--- config.mk ---
export PLATFORM = sky130hd
export DESIGN_NAME = cgi_controller
export DESIGN_NICKNAME = d
export VERILOG_FILES = /design/src/hw/rtl/cgi_pkg.sv /design/src/hw/rtl/cgi_controller.sv
export SDC_FILE = /design/constraint.sdc
export NUM_CORES = 1
export LEC_CHECK = 0
export BUFFER_PORTS_ARGS = -buffer_cell sky130_fd_sc_hd__buf_2
export CAP_MARGIN = 30
export CORE_MARGIN = 2
export CORE_UTILIZATION = 43
export DETAILED_ROUTE_END_ITERATION = 8
export PLACE_DENSITY = 0.75
export REMOVE_ABC_BUFFERS = 1
export SYNTH_ARGS = -nofsm -noshare
export SYNTH_HDL_FRONTEND = slang
export SYNTH_SLANG_ARGS = --single-unit
--- constraint.sdc ---
create_clock -name aclk -period 1.6 [get_ports aclk]
set_clock_uncertainty 0.05 [all_clocks]
set_input_delay 0.08 -clock aclk [delete_from_list [all_inputs] [get_ports aclk]]
set_output_delay 0.08 -clock aclk [all_outputs]
set_load 0.1 [all_outputs]
--- src/hw/rtl/cgi_pkg.sv ---
// Shared types, codes and constants for the colour gradient interpolator.
package cgi_pkg;

    localparam int DEF_MAX_POINTS = 64;
    localparam int TIME_W  = 16;
    localparam int CHAN_W  = 16;
    localparam int COLOR_W = 3 * CHAN_W;
    localparam int INV_W   = 23;
    localparam int FRAC_W  = 17;
    localparam int DIV_STEPS = 23;
    localparam logic [15:0] MIN_SPACING_RST = 16'd655;
    localparam logic [CHAN_W-1:0] CHAN_ONE = 16'd4096;
    localparam logic [FRAC_W-1:0] FRAC_ONE = 17'd65536;

    localparam logic [1:0] OP_CLEAR  = 2'd0;
    localparam logic [1:0] OP_APPEND = 2'd1;
    localparam logic [1:0] OP_QUERY  = 2'd2;

    localparam logic [2:0] ST_OK    = 3'd0;
    localparam logic [2:0] ST_DROP  = 3'd1;
    localparam logic [2:0] ST_ORDER = 3'd2;
    localparam logic [2:0] ST_FULL  = 3'd3;
    localparam logic [2:0] ST_EMPTY = 3'd4;

    localparam logic [2:0] IDX_HOLD = 3'd0;
    localparam logic [2:0] IDX_ZERO = 3'd1;
    localparam logic [2:0] IDX_ONE  = 3'd2;
    localparam logic [2:0] IDX_LAST = 3'd3;
    localparam logic [2:0] IDX_INC  = 3'd4;
    localparam logic [2:0] IDX_DEC  = 3'd5;

    localparam logic [1:0] COL_HOLD = 2'd0;
    localparam logic [1:0] COL_ZERO = 2'd1;
    localparam logic [1:0] COL_ONE  = 2'd2;
    localparam logic [1:0] COL_RD   = 2'd3;

    typedef struct packed {
        logic [1:0]  opcode;
        logic [15:0] time_req;
        logic [15:0] red_in;
        logic [15:0] green_in;
        logic [15:0] blue_in;
    } in_item_t;

    typedef struct packed {
        logic [2:0]  status;
        logic [15:0] red_out;
        logic [15:0] green_out;
        logic [15:0] blue_out;
        logic [6:0]  point_total;
    } out_item_t;

    typedef struct packed {
        logic       load_in;
        logic [2:0] idx_op;
        logic       cnt_clear;
        logic       append_wr;
        logic       div_start;
        logic       div_step;
        logic       cb_cap;
        logic       mul_cap;
        logic       frac_cap;
        logic       lerp_step;
        logic [1:0] col_op;
        logic       status_set;
        logic [2:0] status_val;
    } dp_cmd_t;

    typedef struct packed {
        logic [1:0] op;
        logic       cnt_zero;
        logic       cnt_full;
        logic       t_le;
        logic       t_ge;
        logic       gap_le_min;
        logic       idx_lt_last;
        logic       div_done;
        logic       lerp_done;
    } dp_sts_t;

endpackage

--- src/hw/rtl/cgi_controller.sv ---
// Controller: sequences clear, append and query over the datapath.
module cgi_controller (
    input  logic             aclk,
    input  logic             aresetn,
    input  logic             in_valid,
    output logic             in_ready,
    input  logic             out_free,
    output logic             emit,
    input  cgi_pkg::dp_sts_t sts,
    output cgi_pkg::dp_cmd_t cmd
);
    import cgi_pkg::*;

    localparam logic [3:0] S_IDLE      = 4'd0;
    localparam logic [3:0] S_START     = 4'd1;
    localparam logic [3:0] S_WAIT      = 4'd2;
    localparam logic [3:0] S_CHK_FIRST = 4'd3;
    localparam logic [3:0] S_CHK_LAST  = 4'd4;
    localparam logic [3:0] S_SEARCH    = 4'd5;
    localparam logic [3:0] S_INTERP    = 4'd6;
    localparam logic [3:0] S_FRAC      = 4'd7;
    localparam logic [3:0] S_LERP      = 4'd8;
    localparam logic [3:0] S_A_CHK     = 4'd9;
    localparam logic [3:0] S_DIV       = 4'd10;
    localparam logic [3:0] S_A_WR      = 4'd11;
    localparam logic [3:0] S_EMIT      = 4'd12;

    logic [3:0] state_reg, state_next;
    logic [3:0] ret_reg, ret_next;

    assign in_ready = (state_reg == S_IDLE);

    always_comb begin
        cmd        = '0;
        emit       = 1'b0;
        state_next = state_reg;
        ret_next   = ret_reg;
        unique case (state_reg)
            S_IDLE: begin
                if (in_valid) begin
                    cmd.load_in = 1'b1;
                    state_next  = S_START;
                end
            end
            S_START: begin
                cmd.status_set = 1'b1;
                cmd.status_val = ST_OK;
                cmd.col_op     = COL_ZERO;
                state_next     = S_EMIT;
                case (sts.op)
                    OP_CLEAR: cmd.cnt_clear = 1'b1;
                    OP_APPEND: begin
                        if (sts.cnt_zero) begin
                            cmd.append_wr = 1'b1;
                        end else begin
                            cmd.status_set = 1'b0;
                            cmd.idx_op     = IDX_LAST;
                            ret_next       = S_A_CHK;
                            state_next     = S_WAIT;
                        end
                    end
                    OP_QUERY: begin
                        if (sts.cnt_zero) begin
                            cmd.status_val = ST_EMPTY;
                            cmd.col_op     = COL_ONE;
                        end else begin
                            cmd.status_set = 1'b0;
                            cmd.col_op     = COL_HOLD;
                            cmd.idx_op     = IDX_ZERO;
                            ret_next       = S_CHK_FIRST;
                            state_next     = S_WAIT;
                        end
                    end
                    default: ;
                endcase
            end
            S_WAIT: state_next = ret_reg;
            S_CHK_FIRST: begin
                if (sts.t_le) begin
                    cmd.col_op     = COL_RD;
                    cmd.status_set = 1'b1;
                    cmd.status_val = ST_OK;
                    state_next     = S_EMIT;
                end else begin
                    cmd.idx_op = IDX_LAST;
                    ret_next   = S_CHK_LAST;
                    state_next = S_WAIT;
                end
            end
            S_CHK_LAST: begin
                if (sts.t_ge) begin
                    cmd.col_op     = COL_RD;
                    cmd.status_set = 1'b1;
                    cmd.status_val = ST_OK;
                    state_next     = S_EMIT;
                end else begin
                    cmd.idx_op = IDX_ONE;
                    ret_next   = S_SEARCH;
                    state_next = S_WAIT;
                end
            end
            S_SEARCH: begin
                if (sts.idx_lt_last && !sts.t_le) begin
                    cmd.idx_op = IDX_INC;
                    ret_next   = S_SEARCH;
                end else begin
                    cmd.cb_cap = 1'b1;
                    cmd.idx_op = IDX_DEC;
                    ret_next   = S_INTERP;
                end
                state_next = S_WAIT;
            end
            S_INTERP: begin
                cmd.mul_cap = 1'b1;
                state_next  = S_FRAC;
            end
            S_FRAC: begin
                cmd.frac_cap = 1'b1;
                state_next   = S_LERP;
            end
            S_LERP: begin
                cmd.lerp_step = 1'b1;
                if (sts.lerp_done) begin
                    cmd.status_set = 1'b1;
                    cmd.status_val = ST_OK;
                    state_next     = S_EMIT;
                end
            end
            S_A_CHK: begin
                cmd.col_op     = COL_ZERO;
                cmd.status_set = 1'b1;
                state_next     = S_EMIT;
                if (!sts.t_ge) begin
                    cmd.cnt_clear  = 1'b1;
                    cmd.status_val = ST_ORDER;
                end else if (sts.gap_le_min) begin
                    cmd.status_val = ST_DROP;
                end else if (sts.cnt_full) begin
                    cmd.status_val = ST_FULL;
                end else begin
                    cmd.status_set = 1'b0;
                    cmd.div_start  = 1'b1;
                    state_next     = S_DIV;
                end
            end
            S_DIV: begin
                cmd.div_step = 1'b1;
                if (sts.div_done) begin
                    state_next = S_A_WR;
                end
            end
            S_A_WR: begin
                cmd.append_wr  = 1'b1;
                cmd.status_set = 1'b1;
                cmd.status_val = ST_OK;
                state_next     = S_EMIT;
            end
            S_EMIT: begin
                if (out_free) begin
                    emit       = 1'b1;
                    state_next = S_IDLE;
                end
            end
            default: state_next = S_IDLE;
        endcase
    end

    always_ff @(posedge aclk) begin
        if (!aresetn) begin
            state_reg <= S_IDLE;
            ret_reg   <= S_IDLE;
        end else begin
            state_reg <= state_next;
            ret_reg   <= ret_next;
        end
    end

endmodule

==> results of run 1 <==
-- Yosys cell counts, types with 4 or more instances --
master	count
nor2b_1	4
ha_1	4
o21ai_0	5
nand2_1	8
nand2b_1	9
dfxtp_1	8
nor2_1	15
nor3_1	8
inv_1	9
a21oi_1	8
-- per-stage QoR --
stage	std cells	hold WS, ns	cell area [um^2]
floorplan	114	0.138	810
global placement	206	0.286	1560
detailed placement	206	0.310	1560
-- cell families after synthesis --
group                    Yosys count  synth area share
AND/OR/NAND/NOR                   59             0.382
buffers and inverters             15            0.0718
adder cells (fa/ha/maj)            4            0.0599
multiplexers                       3            0.0359
flip-flops                         8             0.192
AO/OA/AOI/OAI                     31             0.259
==> impl_results.md, run 1 <==
* Status: aborted with a tool error
* Halt Stage: clock tree synthesis
* Error msg: [ERROR DPL-0038] Utilization greater than 100%, impossible to legalize
* IO Pins at 34
* Mapped Area at 836 um^2
* Post-CTS sizing at 50
* EDFF count, synth at 0
* CTS buffer count at 3
* CTS Buffer Depth at 2
* Root Driver: clkbuf_4
* CTS HTree Levels at 1
* Mapped Cells at 120
* Hold buffers post-CTS at 0
* Avg Cell Area, Syn at 6.97 um^2
* Seq/Total Area, Yosys at 0.192
* Die X-Extent at 48.1 um
* Post-CTS setup buffers at 3
* Distinct cell type count after synthesis at 38
* Port Buffer Count at 33
* Post-place setup slack at -0.115 ns
* Synth area leader: dfxtp_1
* Synth Flop Type: dfxtp_1
* Flops & latches, synth at 8
* YS warnings at 0
* FP Rows at 15
* Die Span Y at 48.1 um
* Async S/R FF share, synth at 0
* Synth top area share at 0.192
* DP HPWL at 2780 um
* Clk sinks at 8
* Synth top area cells: dfxtp_1 19%, nand2b_1 6.7%, nor2_1 6.7%, ha_1 6.0%, a21oi_1 4.8%
* Initial Utilization at 0.469
* Routability cong. at slightly below 1
==> inputs of run 2 (changes only) <==
Settings changed: CORE_AREA set to 2 2 63 65, CORE_MARGIN 2 to unset, CORE_UTILIZATION 43 to unset, DIE_AREA set to 0 0 65 67, PLACE_DENSITY 0.75 to unset, PLACE_DENSITY_LB_ADDON set to 0.15.
Clock period 1.6 ns to 2.1 ns, I/O delays scaled along.
==> run 2 against run 1 <==
Against the previous run: the run now ends clean; synthesized area did not move; synthesized cell count unchanged.
==> impl_results.md, run 2 <==
* Status: finished clean (was aborted with a tool error)
* Die Span Y at 67 um (was 48.1 um)
* Antenna Cells at 0
* 1st-pass router iterations at 4
* Worst vdd ir at 0.598 mV
* Avg Cell Area, Syn at 6.97 um^2 (unchanged)
* Hold Path Class: input port to flip-flop
* IO Pins at 34 (unchanged)
* CP endpoint kind: output port
* Mapped Area at 836 um^2 (unchanged)
* Hold_sp: aresetn
* Routability cong. at 0.857 (was 0.973)
* Flops & latches, synth at 8 (unchanged)
* Mapped Cells at 120 (unchanged)
* Final Hold Fails at 0
* Setup tns final at 0 ns
* First-pass GRT wire length at 4550 um
* Via count at between 900 and 1000
* Routed vias/inst at 4.84
* Initial antenna violation count at 0
* Worst R2R End: ret_reg[3]
* Port Buffer Count at 33 (unchanged)
* 1st-iter DRT viols at 96
* Area of the multi-input gates at 622 um^2
* Max-cap violations at 0
* Detail Route Antenna Nets at 0
* Final setup fails at 0
* Distinct cell type count after synthesis at 38 (unchanged)
* Synth Flop Type: dfxtp_1 (unchanged)
* Largest net degree at the start of global routing at 18
* YS warnings at 0 (unchanged)
* CTS Buffer Depth at 2 (unchanged)
* FILL cells at 406
* Crit share post-route at 0.968
* Placed cells at 202 (was 206)
* Critical Path Source Type: flip-flop
* CTS buffer count at 3 (unchanged)
* CP Launch Point: state_reg[0]
* PD cells at 1690 mW/mm^2
* Reg-to-reg startpoint: state_reg[0]
* Syn-to-layout area delta at 53.1%
* Final WL at 2790 um
* Vias in the first global route at between 900 and 1000
* Gr ovfl total at 0
* Synth top area share at 0.192 (unchanged)
* Overall Global Routing Usage at 0.137
* Least-Margin Pin Slew at 0.579 ns
* Seq. cell area at 163 um^2
* Max Fanout on Critical Path at 16
* DR WL/cell at approximately 14 um
* Post-synth top cells: 15 x nor2_1, 9 x inv_1, 9 x nand2b_1 (unchanged)
* DP HPWL at 2250 um (was 2780 um)
* Die X-Extent at 65 um (was 48.1 um)
* Commonest non-fill, non-tap cell in the layout: buf_2
* Reg2Reg Depth at 7
* Commonest non-fill, non-tap cells in the layout: 24 x buf_2, 15 x nor2_1, 9 x inv_1, 9 x nand2b_1, 9 x buf_12
* Slew margin rel. at 0.604
* Net count of the finished layout at around 180
* R2R setup slack at 0.26 ns
* CP required at 1.95 ns
* Clk sinks at 8 (unchanged)
* Async S/R FF share, synth at 0 (unchanged)
* Most frequent cell after synthesis: nor2_1 (unchanged)
* Max Slew Vio Count at 0
* Worst Path Arrival at 1.88 ns
* Synth area leader: dfxtp_1 (unchanged)
* Hold buffers post-CTS at 0 (unchanged)
* Die Area at 0.00436 mm^2
* Synth top area cells: dfxtp_1 19%, nand2b_1 6.7%, nor2_1 6.7%, ha_1 6.0%, a21oi_1 4.8% (unchanged)
* Clock-pin slew on the worst setup and hold paths at around 0.040 ns
* EDFF count, synth at 0 (unchanged)
* CTS tree: done
* Layout cells sized above 1 at 0.316
* WHS Endpoint: state_reg[2]
* Non-Filler Instances at about 210
* Hold depth at 3
* RSZ-0062 raised after global routing: true
* Initial Utilization at 0.232 (was 0.469)
* Highest clock rate at 0.492 GHz
* FP Rows at 22 (was 15)
* Total core area at 0.00361 mm^2
* Min cycle time layout at 2.03 ns
* Worst-Skew Late Latency at ~0.23 ns
* Critical path type: flip-flop to output port
* Seq/Total Area, Yosys at 0.192 (unchanged)
* Root Driver: clkbuf_8 (was clkbuf_4)
* DRC at 0
* CTS HTree Levels at 1 (unchanged)
* Pleak at 0.558 nW
## run 2: area by class of cell
| cell class | count | share of cell area |
|---|---|---|
| clock buffer | 3 | 0.0323 |
| inverter | 9 | 0.0264 |
| multi-input combinational | 97 | 0.486 |
| sequential | 8 | 0.127 |
| tap | 48 | 0.0469 |
| timing repair buffer | 41 | 0.282 |
## run 2: power breakdown
part	switching [W]	total (W)	internal (W)
Clock	0.0000628	0.000187	0.000124
Combinational	0.00119	0.00171	0.000519
Sequential	0.0000571	0.000267	0.000210
## run 2: kinds of logic after synthesis
logic type	synth area share
fa+ha+maj	0.0599
mux	0.0359
simple gates	0.382
compound gates	0.259
flops	0.192
buf+inv	0.0718
## run 2: what timing repair did
action,4_1_cts,5_1_grt
resized for setup,1,3
pin swaps,0,2
buffers inserted,0,1
setup endpoints to repair,1,2
## run 2: worst max path at each step
| stage | end |
|---|---|
| 2_1_floorplan | cmd[17] |
| 3_3_place_gp | cmd[3] |
| 3_5_place_dp | cmd[3] |
| 4_1_cts | cmd[15] |
| 5_1_grt | cmd[3] |
| 6_report | cmd[3] |
## run 2: critical path: stages, from the launching register on
cell	delay, ns
dfxtp_1	0.34
buf_4	0.21
nand3b_1	0.20
o32a_1	0.28
o22ai_2	0.25
a211o_1	0.18
buf_12	0.18
## run 2: layer usage
| metal | wire length, um | track usage | vias to the layer above |
|---|---|---|---|
| met2 | 1370 | 0.240 | 32 |
| met3 | 130 | 0.0186 | 3 |
| met1 | 1280 | 0.167 | 451 |
| li1 | - | - | 512 |
| met5 | 0 | 0 | - |
| met4 | 14 | 0.0559 | 0 |
## run 2: stage by stage
step,total power (W),setup slack (ns),instance area (um^2),hold slack [ns],utilization
2_1_floorplan,0.00116,-2.61,810,0.163,-
3_3_place_gp,0.00197,0.224,1220,0.321,0.339
3_5_place_dp,0.00196,0.242,1220,0.316,0.339
4_1_cts,0.00216,0.0412,1270,0.0782,0.352
5_1_grt,0.00229,-0.0125,1280,0.101,0.355
6_report,0.00217,0.0670,1280,0.0811,0.355
(Power assumes the default switching activity.)
